File: config.mk
export PLATFORM = sky130hd
export DESIGN_NAME = key_click_detector_unit
export DESIGN_NICKNAME = d
export VERILOG_FILES = /design/src/hw/rtl/kcd_pkg.sv /design/src/hw/rtl/kcd_csr.sv /design/src/hw/rtl/kcd_key.sv /design/src/hw/rtl/key_click_detector_unit.sv
export SDC_FILE = /design/constraint.sdc
export NUM_CORES = 1
export LEC_CHECK = 0
export BUFFER_PORTS_ARGS = -buffer_cell sky130_fd_sc_hd__buf_4
export CORE_AREA = 2 2 192 194
export CTS_BUF_LIST = sky130_fd_sc_hd__clkbuf_4 sky130_fd_sc_hd__clkbuf_8
export DETAILED_ROUTE_END_ITERATION = 16
export DIE_AREA = 0 0 194 196
export PLACE_DENSITY = 0.6
export SLEW_MARGIN = 20
export SYNTH_ARGS = -nofsm -noshare
export SYNTH_HDL_FRONTEND = slang
export SYNTH_SLANG_ARGS = --single-unit
File: constraint.sdc
create_clock -name clock -period 6.2 [get_ports clock]
set_clock_uncertainty 0.15 [all_clocks]
set_input_delay 0 -clock clock [delete_from_list [all_inputs] [get_ports clock]]
set_output_delay 0 -clock clock [all_outputs]
set_load 0.02 [all_outputs]
File: src/hw/rtl/kcd_pkg.sv
// Shared constants and types for the key click detector.
`timescale 1ns / 1ps
`default_nettype none
package kcd_pkg;

   localparam int NUM_KEYS      = 4;
   localparam int COUNTER_WIDTH = 16;

   localparam int KEY_SLOTS     = 4;
   localparam int THRESH_W      = 16;
   localparam int MASK_W        = 4;
   localparam int MODE_TABLE_W  = 8;
   localparam int KEYS_IN_USE_W = 3;
   localparam int CSR_INDEX_W   = 3;
   localparam int CSR_DATA_W    = 16;
   localparam int CMP_W = (COUNTER_WIDTH > THRESH_W) ? COUNTER_WIDTH : THRESH_W;

   localparam logic [1:0] MODE_NONE   = 2'd0;
   localparam logic [1:0] MODE_SINGLE = 2'd1;
   localparam logic [1:0] MODE_DOUBLE = 2'd2;
   localparam logic [1:0] MODE_LONG   = 2'd3;

   localparam logic [1:0] DONE_IDLE  = 2'd0;
   localparam logic [1:0] DONE_ARMED = 2'd1;
   localparam logic [1:0] DONE_FIRED = 2'd2;

   localparam logic [CSR_INDEX_W-1:0] REG_THRESHOLD_KEY0 = 3'd0;
   localparam logic [CSR_INDEX_W-1:0] REG_THRESHOLD_KEY1 = 3'd1;
   localparam logic [CSR_INDEX_W-1:0] REG_THRESHOLD_KEY2 = 3'd2;
   localparam logic [CSR_INDEX_W-1:0] REG_THRESHOLD_KEY3 = 3'd3;
   localparam logic [CSR_INDEX_W-1:0] REG_ACTIVE_HIGH    = 3'd4;
   localparam logic [CSR_INDEX_W-1:0] REG_MODE_TABLE     = 3'd5;
   localparam logic [CSR_INDEX_W-1:0] REG_KEYS_IN_USE    = 3'd6;

   typedef struct packed {
      logic [KEY_SLOTS-1:0][THRESH_W-1:0] threshold;
      logic [MASK_W-1:0]                  active_high;
      logic [MODE_TABLE_W-1:0]            mode_table;
      logic [KEYS_IN_USE_W-1:0]           keys_in_use;
   } cfg_type;

   typedef struct packed {
      logic       step;
      logic       enable;
      logic       pressed;
      logic [1:0] mode;
   } key_ctl_type;

endpackage
`default_nettype wire

File: src/hw/rtl/kcd_csr.sv
// Configuration register file of the key click detector.
`timescale 1ns / 1ps
`default_nettype none
module kcd_csr
   import kcd_pkg::*;
(
   input  wire logic                   clock,
   input  wire logic                   reset,
   input  wire logic                   wr_en,
   input  wire logic [CSR_INDEX_W-1:0] wr_index,
   input  wire logic [CSR_DATA_W-1:0]  wr_data,
   output cfg_type                     cfg
);

   cfg_type cfg_ff, cfg_in;

   always_comb begin
      cfg_in = cfg_ff;
      if (wr_en) begin
         unique case (wr_index)
            REG_THRESHOLD_KEY0: cfg_in.threshold[0] = wr_data[THRESH_W-1:0];
            REG_THRESHOLD_KEY1: cfg_in.threshold[1] = wr_data[THRESH_W-1:0];
            REG_THRESHOLD_KEY2: cfg_in.threshold[2] = wr_data[THRESH_W-1:0];
            REG_THRESHOLD_KEY3: cfg_in.threshold[3] = wr_data[THRESH_W-1:0];
            REG_ACTIVE_HIGH:    cfg_in.active_high  = wr_data[MASK_W-1:0];
            REG_MODE_TABLE:     cfg_in.mode_table   = wr_data[MODE_TABLE_W-1:0];
            REG_KEYS_IN_USE:    cfg_in.keys_in_use  = wr_data[KEYS_IN_USE_W-1:0];
            default: ;
         endcase
      end
   end

   always_ff @(posedge clock) begin
      if (reset) begin
         cfg_ff <= '0;
      end else begin
         cfg_ff <= cfg_in;
      end
   end

   assign cfg = cfg_ff;

endmodule
`default_nettype wire

File: src/hw/rtl/kcd_key.sv
// Per-key counter and done state with click / long-press event logic.
`timescale 1ns / 1ps
`default_nettype none
module kcd_key
   import kcd_pkg::*;
(
   input  wire logic                clock,
   input  wire logic                reset,
   input  key_ctl_type              ctl,
   input  wire logic [THRESH_W-1:0] threshold,
   output logic                     fire
);

   logic [COUNTER_WIDTH-1:0] cnt_ff, cnt_in, cnt_inc, cnt_rel;
   logic [1:0]               done_ff, done_in;
   logic [CMP_W-1:0]         thr_ext, cnt_ext, inc_ext, rel_ext;
   logic                     reach;

   assign thr_ext = CMP_W'(threshold);
   assign cnt_ext = CMP_W'(cnt_ff);
   assign cnt_inc = (cnt_ext < thr_ext && cnt_ff != '1) ? cnt_ff + 1'b1 : cnt_ff;
   assign inc_ext = CMP_W'(cnt_inc);
   assign reach   = inc_ext >= thr_ext;
   // released double-click: count only once the first press is seen
   assign cnt_rel = (done_ff != DONE_IDLE) ? cnt_inc : cnt_ff;
   assign rel_ext = CMP_W'(cnt_rel);

   always_comb begin
      cnt_in  = cnt_ff;
      done_in = done_ff;
      fire    = 1'b0;
      if (ctl.enable) begin
         if (ctl.pressed) begin
            cnt_in = cnt_inc;
            case (ctl.mode)
               MODE_SINGLE: begin
                  if (reach && done_ff == DONE_IDLE) begin
                     fire    = 1'b1;
                     done_in = DONE_ARMED;
                  end
               end
               MODE_LONG: begin
                  fire = reach;
               end
               MODE_DOUBLE: begin
                  if (reach && done_ff == DONE_ARMED) begin
                     fire    = 1'b1;
                     done_in = DONE_FIRED;
                  end
               end
               default: ;
            endcase
         end else if (ctl.mode == MODE_DOUBLE) begin
            cnt_in = cnt_rel;
            if (cnt_rel != '0 && rel_ext <= thr_ext && done_ff == DONE_IDLE) begin
               done_in = DONE_ARMED;
            end else if (rel_ext >= thr_ext) begin
               cnt_in  = '0;
               done_in = DONE_IDLE;
            end
         end else begin
            cnt_in  = '0;
            done_in = DONE_IDLE;
         end
      end
   end

   always_ff @(posedge clock) begin
      if (reset) begin
         cnt_ff  <= '0;
         done_ff <= DONE_IDLE;
      end else if (ctl.step) begin
         cnt_ff  <= cnt_in;
         done_ff <= done_in;
      end
   end

endmodule
`default_nettype wire

File: src/hw/rtl/key_click_detector_unit.sv
// Top level of the key click detector: config registers, key cells, result register.
//
// Usage:
//  - req channel: one transaction per scan tick, req_key_levels bit i is key i's level.
//  - rsp channel: one transaction per tick, rsp_fire_mask bit i set when key i fired.
//  - csr channel: write register csr_index with csr_data; always ready, takes
//    effect on the next cycle. Indexes beyond keys_in_use's (6) are ignored.
//  - Result: the result of a tick is on rsp in the cycle after its transaction.
//  - Throughput: one tick per cycle while rsp is not stalled; every key cell
//    updates its counter and done state in the same cycle the tick is taken.
//  - The single result register decouples the sides: req_ready is high
//    whenever the register is empty or is being emptied in the same cycle.
//  - Receiver stall: the result holds and req_ready drops until it is taken.
//  - Reset (synchronous): config registers, counters and done states clear,
//    and no result is pending.
//
`timescale 1ns / 1ps
`default_nettype none
module key_click_detector_unit
   import kcd_pkg::*;
(
   input  wire logic                   clock,
   input  wire logic                   reset,
   input  wire logic                   req_valid,
   output logic                        req_ready,
   input  wire logic [MASK_W-1:0]      req_key_levels,
   output logic                        rsp_valid,
   input  wire logic                   rsp_ready,
   output logic [MASK_W-1:0]           rsp_fire_mask,
   input  wire logic                   csr_valid,
   output logic                        csr_ready,
   input  wire logic [CSR_INDEX_W-1:0] csr_index,
   input  wire logic [CSR_DATA_W-1:0]  csr_data
);

   cfg_type            cfg;
   logic               req_take;
   logic [MASK_W-1:0]  fire;
   logic               rsp_valid_ff, rsp_valid_in;
   logic [MASK_W-1:0]  rsp_mask_ff, rsp_mask_in;

   assign csr_ready = 1'b1;

   kcd_csr u_csr (
      .clock    (clock),
      .reset    (reset),
      .wr_en    (csr_valid & csr_ready),
      .wr_index (csr_index),
      .wr_data  (csr_data),
      .cfg      (cfg)
   );

   assign req_ready = !rsp_valid_ff || rsp_ready;
   assign req_take  = req_valid && req_ready;

   for (genvar k = 0; k < MASK_W; k++) begin : g_key
      if (k < NUM_KEYS) begin : g_used
         key_ctl_type ctl;
         assign ctl.step    = req_take;
         assign ctl.mode    = cfg.mode_table[2*k +: 2];
         assign ctl.enable  = (KEYS_IN_USE_W'(k) < cfg.keys_in_use) &&
                              (ctl.mode != MODE_NONE);
         assign ctl.pressed = req_key_levels[k] == cfg.active_high[k];
         kcd_key u_key (
            .clock     (clock),
            .reset     (reset),
            .ctl       (ctl),
            .threshold (cfg.threshold[k]),
            .fire      (fire[k])
         );
      end else begin : g_unused
         assign fire[k] = 1'b0;
      end
   end

   always_comb begin
      rsp_valid_in = rsp_valid_ff;
      rsp_mask_in  = rsp_mask_ff;
      if (req_take) begin
         rsp_valid_in = 1'b1;
         rsp_mask_in  = fire;
      end else if (rsp_ready) begin
         rsp_valid_in = 1'b0;
      end
   end

   always_ff @(posedge clock) begin
      if (reset) begin
         rsp_valid_ff <= 1'b0;
      end else begin
         rsp_valid_ff <= rsp_valid_in;
      end
      rsp_mask_ff <= rsp_mask_in;
   end

   assign rsp_valid     = rsp_valid_ff;
   assign rsp_fire_mask = rsp_mask_ff;

   a_take_gives_result: assert property (@(posedge clock) disable iff (reset)
      req_valid && req_ready |=> rsp_valid)
      else $error("accepted tick produced no result");

   a_stall_blocks_input: assert property (@(posedge clock) disable iff (reset)
      rsp_valid && !rsp_ready |-> !req_ready)
      else $error("input taken while result is stalled");

   a_reset_empties: assert property (@(posedge clock)
      reset |=> !rsp_valid)
      else $error("result pending after reset");

endmodule
`default_nettype wire
# Word-level counts from Yosys, hierarchy flattened
# Index checks and enable logic that the tools add are counted.
# classes
mul	0
n_eq_ne	46
mux	66
order_cmp	20
addsub	4
n_reduce_logical	64
shift	0
bitwise	0
div_mod_pow	0
# ops
cell	count
$mux W16	24
$ge A16 B16 Y1	8
$add A16 B1 Y16 const B	4
$le A16 B16 Y1	4
$lt A16 B16 Y1	4
$ne A16 B16 Y1 const B	4
$reduce_bool A16 Y1	4
$mux W2	24
$reduce_and A2 Y1	15
$logic_and A1 B1 Y1	25
$ne A3 B2 Y1 const B	8
$reduce_and A6 Y1	4
$reduce_bool A2 Y1	9
$eq A2 B1 Y1 const B	8
$eq A2 B2 Y1 const B	8
$ne A4 B4 Y1 const B	4
$pmux W2 S2	4
$ne A3 B1 Y1 const B	4
$pmux W1 S3	4
$mux W1	10
$eq A3 B3 Y1 const B	3
$logic_not A2 Y1	4
$eq A3 B2 Y1 const B	2
$lt A1 B3 Y1 const A	2
6 further kinds	10
# word_totals
out_inout_bits	7
n_memories	0
rom_bits	0
mem_bits_rw	0
word_cells	220
reg_bits	156
latchBits	0

# Depth between registers and ports, before layout
# logic_depth
word_depth	10
ltp_mapped	25
depth_no_buf	23

# By module
# A second synthesis with hierarchy kept.
# unflattened
hier_cells	1997
hier_area_um2	15753.9
# modules_own_cells
module	area_each_um2	cells_per_inst	instances	seq_area_each_um2
kcd_key at g_key[0].g_used.u_key ...	3076.7	431	3	360.3
kcd_csr	3156.8	281	1	1581.5
kcd_key at g_key[1].g_used.u_key	3111.7	402	1	360.3
key_click_detector_unit	255.2	21	1	140.1

# Worst setup path before layout
# Ideal clock, no wire load.
# synth_path
path_kind	register to register
start	register g_key[2].g_used.u_key.cnt_ff[1]
end	register g_key[2].g_used.u_key.cnt_ff[11]
required_time_ns	5.972
slack_ns	1.309
arrival_time_ns	4.663
period_less_slack_ns	4.891
stages_incl_launch_ff	23
path_cell_list	dfxtp_1 ha_1 a2111o_1 a311oi_4 nand2_1 a31oi_1 clkbuf_1 nand2_1 nor2_1 nand2_1 xnor2_1 ha_1 a21o_1 a21o_1 a21oi_1 o21a_1 mux2i_1 a21oi_1 o41ai_4 a211oi_2 buf_6 a221oi_2 nor3_1
# synth_between
elab_chain_cells	10
word_cells_on_any_way	15
classes_between	1 x add/sub; 3 x order compare; 1 x eq/ne; 6 x mux; 4 x reduce/logical
# synth_lines
item	line_no	source
start: declaration	kcd_key.sv:14	logic [COUNTER_WIDTH-1:0] cnt_ff, cnt_in, cnt_inc, cnt_rel;
start signal: assignment	kcd_key.sv:73	cnt_ff <= cnt_in;
$lt A16 B16 Y1 / $ne A16 B16 Y1 (equally long branches)	kcd_key.sv:21	assign cnt_inc = (cnt_ext < thr_ext && cnt_ff != '1) ? cnt_ff + 1'b1 : cnt_ff;
$logic_and A1 B1 Y1	kcd_key.sv:21	
$mux W16	kcd_key.sv:21	
$mux W16	kcd_key.sv:25	assign cnt_rel = (done_ff != DONE_IDLE) ? cnt_inc : cnt_ff;
$le A16 B16 Y1 / $reduce_bool A16 Y1 (equally long branches)	kcd_key.sv:55	if (cnt_rel != '0 && rel_ext <= thr_ext && done_ff == DONE_IDLE) begin
$logic_and A1 B1 Y1 (2 in series)	kcd_key.sv:55	
$mux W16	kcd_key.sv:55	
$mux W16	kcd_key.sv:53	end else if (ctl.mode == MODE_DOUBLE) begin
$mux W16 (*)	kcd_key.sv:33	if (ctl.pressed) begin
# Mark *: on every way between the ends. The rest lies on a longest branch, timed or not.
# A chain may end at the register's enable or synchronous reset.

# Worst setup path in the final report
# layout_path
start	register g_key[1].g_used.u_key.cnt_ff[1]
end	register g_key[1].g_used.u_key.cnt_ff[0]
# layout_between
elab_chain_cells	10
word_cells_on_any_way	15
classes_between	1 x add/sub; 3 x order compare; 1 x eq/ne; 6 x mux; 4 x reduce/logical
# layout_lines
item	line_no
start: declaration	kcd_key.sv:14
start signal: assignment	kcd_key.sv:73
$lt A16 B16 Y1 / $ne A16 B16 Y1 (equally long branches)	kcd_key.sv:21
$logic_and A1 B1 Y1	kcd_key.sv:21
$mux W16	kcd_key.sv:21
$mux W16	kcd_key.sv:25
$le A16 B16 Y1 / $reduce_bool A16 Y1 (equally long branches)	kcd_key.sv:55
$logic_and A1 B1 Y1 (2 in series)	kcd_key.sv:55
$mux W16	kcd_key.sv:55
$mux W16	kcd_key.sv:53
$mux W16 (*)	kcd_key.sv:33
# Marked as above.

==> results.yml <==
logic_synthesis:
  ys_seq_elements: 156
  syn-cell-area_mm2: 0.0146
  yosysWarnings: 0
  synth_edf_count: 4
  synth_top_cell_by_area: "dfxtp_1"
  synth_top_area_share: 0.208
  yosysSeqAreaShare: 0.217
  async_flop_share: 0
  yosysUniqueCellTypes: 88
  ys.flop_type: "dfxtp_1"
  syn-instance-count: 1932
  synth_nets: 2152
  avgSynthCellArea_um2: 7.56
  ys_top_cells_by_area: "dfxtp_1, ha_1, nand2_1"
floorplanning:
  core_mm2: 0.0361
  die_area_mm2: 0.0380
  io-pin-count: 35
  rows: 70
  die_y_um: 196
  start_util: 0.405
  die_x_um: 194
place:
  hpwl_um: 33200
  gp_congestion: 0.926
  portBuffers: 33
  dpl_cell_area_mm2: 0.0151
  placed_cells: 2339
worst_setup_path:
  endpoint_kind: "flop"
  start_kind: "flop"
  cp_cell_sequence: "ha_1 -> a2111oi_0 -> o32a_1 -> and3_1 -> buf_4 -> and2_1 -> nand4_1 -> xnor2_1 -> ha_1 -> nand4_1 -> nor2_1 -> nand2_1 -> or3_1 -> o31ai_4 -> buf_4 -> a21oi_1 -> nor4_1"
  crit_slowest_cell: "a2111oi_0"
  crit_required_ns: 6.45
  crit_arrival_ns: 5.94
  max_stage_delay_ns: 0.59
  path_class: "reg -> reg"
  path_buf_inv: 2
  critPathTopFamily: "simple AND/OR/NAND/NOR gates"
  cp_max_fo: 11
global_route:
  track_usage: 0.238
  grt_max_degree: 81
  grtUsageMet1: 0.324
  use_met3: 0.0346
  grt-busiest-layer: "met2"
  grt_pass1_wl_um: 73200
  antenna_found_initial: 0
  globalRouteMet2Util: 0.388
  grt_overflow: 0
  grt_pass1_vias: 13500
cts:
  clock_latency_ns: 0.50
  htreeDepth: 4
  postCtsSetupBuffers: 0
  cts_tree: "done"
  clk_pin_slew_ns: 0.10
  max-clock-path-buffers: 2
  cts_sinks: 156
  cts-root-buf: "clkbuf_8"
  cts_buffers: 17
final_layout:
  finalNonFillerCells: 2397
  fin_area_mm2: 0.0158
  fillers: 3700
  layout.nets: 2137
  area_growth_pct: 8.07
  drive_above_1_share: 0.0736
  antenna_cells: 0
detailed_routing:
  detail-route-antenna-nets: 0
  drt_iter0_drc: 914
  dr.pass1.iters: 6
  routed_wl_um: 45300
  drt-wirelength-per-cell_um: 18.9
  via_per_inst: 5.90
  drc_errors: 0
  vias: 14100
timing:
  finalHoldViolCount: 0
  slew_headroom: 0.315
  drv_slew: 0
  period_share: 0.917
  fin_hold_ws_ns: 0.102
  final-setup-viol-count: 0
  worstMarginPinSlew_ns: 1.03
  layout_min_cycle_time_ns: 5.69
  fin_setup_tns_ns: 0
  rsz0062_at_grt: "false"
  max_freq_ghz: 0.176
power_and_ir_drop:
  ir_worst_vdd_uv: 151
  p_per_area_mw_per_mm2: 138
  p_leak_nw: 6.38
worst_hold_path:
  holdCritPathClass: "in -> reg"
job:
  drv_cap: 0
outcome:
  status: "finished clean"
==> metal layers <==
| layer | part of all wire | wire [um] | vias to the layer above |
|---|---|---|---|
| li1 | - | - | 6911 |
| met1 | 0.47 | 21300 | 6726 |
| met2 | 0.45 | 20400 | 423 |
| met3 | 0.055 | 2490 | 76 |
| met4 | 0.023 | 1040 | 0 |
| met5 | 0 | 0 | - |
==> worst min-delay path: stages <==
cell and delay [ns]:
buf_4 0.13, buf_4 0.36, nor2_1 0.19
==> sequential cells by signal, summed over array words and instances (netlist names) <==
name                        count
g_key.g_used.u_key.done_ff      8
u_csr.cfg                      79
rsp_valid                       1
rsp_fire_mask                   4
g_key.g_used.u_key.cnt_ext     64
==> cell usage after synthesis, drive strengths merged, types with 43 or more instances <==
cell / count
nor3: 86
nand4: 47
xnor2: 85
xor2: 51
ha: 192
clkbuf: 87
a21oi: 167
nand3: 73
nor2: 160
dfxtp: 152
nand2: 251
inv: 86
a21o: 43
o21ai: 65
==> final cells by class <==
| type | instances | area (um2) | area share |
|---|---|---|---|
| Clock buffer | 21 | 283 | 0.0179 |
| Clock inverter | 10 | 91.3 | 0.00579 |
| Inverter | 87 | 327 | 0.0207 |
| Multi-Input combinational cell | 1569 | 10600 | 0.673 |
| Sequential cell | 156 | 3160 | 0.200 |
| Tap cell | 468 | 586 | 0.0371 |
| Timing Repair Buffer | 86 | 713 | 0.0452 |
==> kinds of logic (layout without fill, tap and decap cells) <==
family | Yosys count | count (layout) | share of synthesized area
compound gates | 457 | 457 | 0.212
xor+xnor | 136 | 136 | 0.0816
fa+ha+maj | 192 | 192 | 0.164
buf+inv | 207 | 204 | 0.0585
flops | 156 | 156 | 0.217
mux | 24 | 24 | 0.0170
other cells | 1 | 1 | 0.000257
simple gates | 759 | 759 | 0.249
==> cell usage in the layout (no fill, tap or decap), types with 30 or more instances in the layout <==
| cell | synthesis | layout |
|---|---|---|
| nor3_1 | 83 | 80 |
| ha_1 | 192 | 192 |
| nor2_1 | 160 | 159 |
| a21oi_1 | 167 | 167 |
| inv_1 | 86 | 86 |
| o21ai_0 | 58 | 58 |
| dfxtp_1 | 152 | 152 |
| nand4_1 | 45 | 45 |
| a21o_1 | 43 | 43 |
| xnor2_1 | 85 | 83 |
| nand2_1 | 251 | 251 |
| buf_4 | 7 | 59 |
| a211oi_1 | 30 | 30 |
| nand3_1 | 71 | 71 |
| xor2_1 | 51 | 51 |
==> stage by stage <==
stage	power (W)	utilization	setup WS, ns
after floorplan	0.00126	-	1.31
after global placement	0.00137	0.419	0.475
after detailed placement	0.00138	0.419	0.509
after CTS	0.00218	0.437	0.473
after global routing	0.00226	0.437	0.0358
final	0.00217	0.437	0.512
==> power breakdown <==
part	switching, W	internal, W	total, W
Sequential	0.0000108	0.00102	0.00103
Clock	0.000441	0.000351	0.000792
Combinational	0.000231	0.000119	0.000349
==> final timing paths <==
kind                                                        from                               end  slack (ns)  cells after the start
worst max-delay path            g_key[1].g_used.u_key.cnt_ext[1]  g_key[1].g_used.u_key.cnt_ext[0]        0.51                     17
worst min-delay path                                       reset                     u_csr.cfg[11]        0.10                      3
worst max register to register  g_key[1].g_used.u_key.cnt_ext[1]  g_key[1].g_used.u_key.cnt_ext[0]        0.51                     17
worst min register to register                     u_csr.cfg[59]                     u_csr.cfg[59]        0.31                      2
==> timing repair <==
action / in CTS / in global routing
gates resized for setup: 0 / 1
setup endpoints to repair: 0 / 7
hold buffers: 27 / 0
endpoints found under the hold margin: 99 / 0
Power figures use the tool's default switching activity.
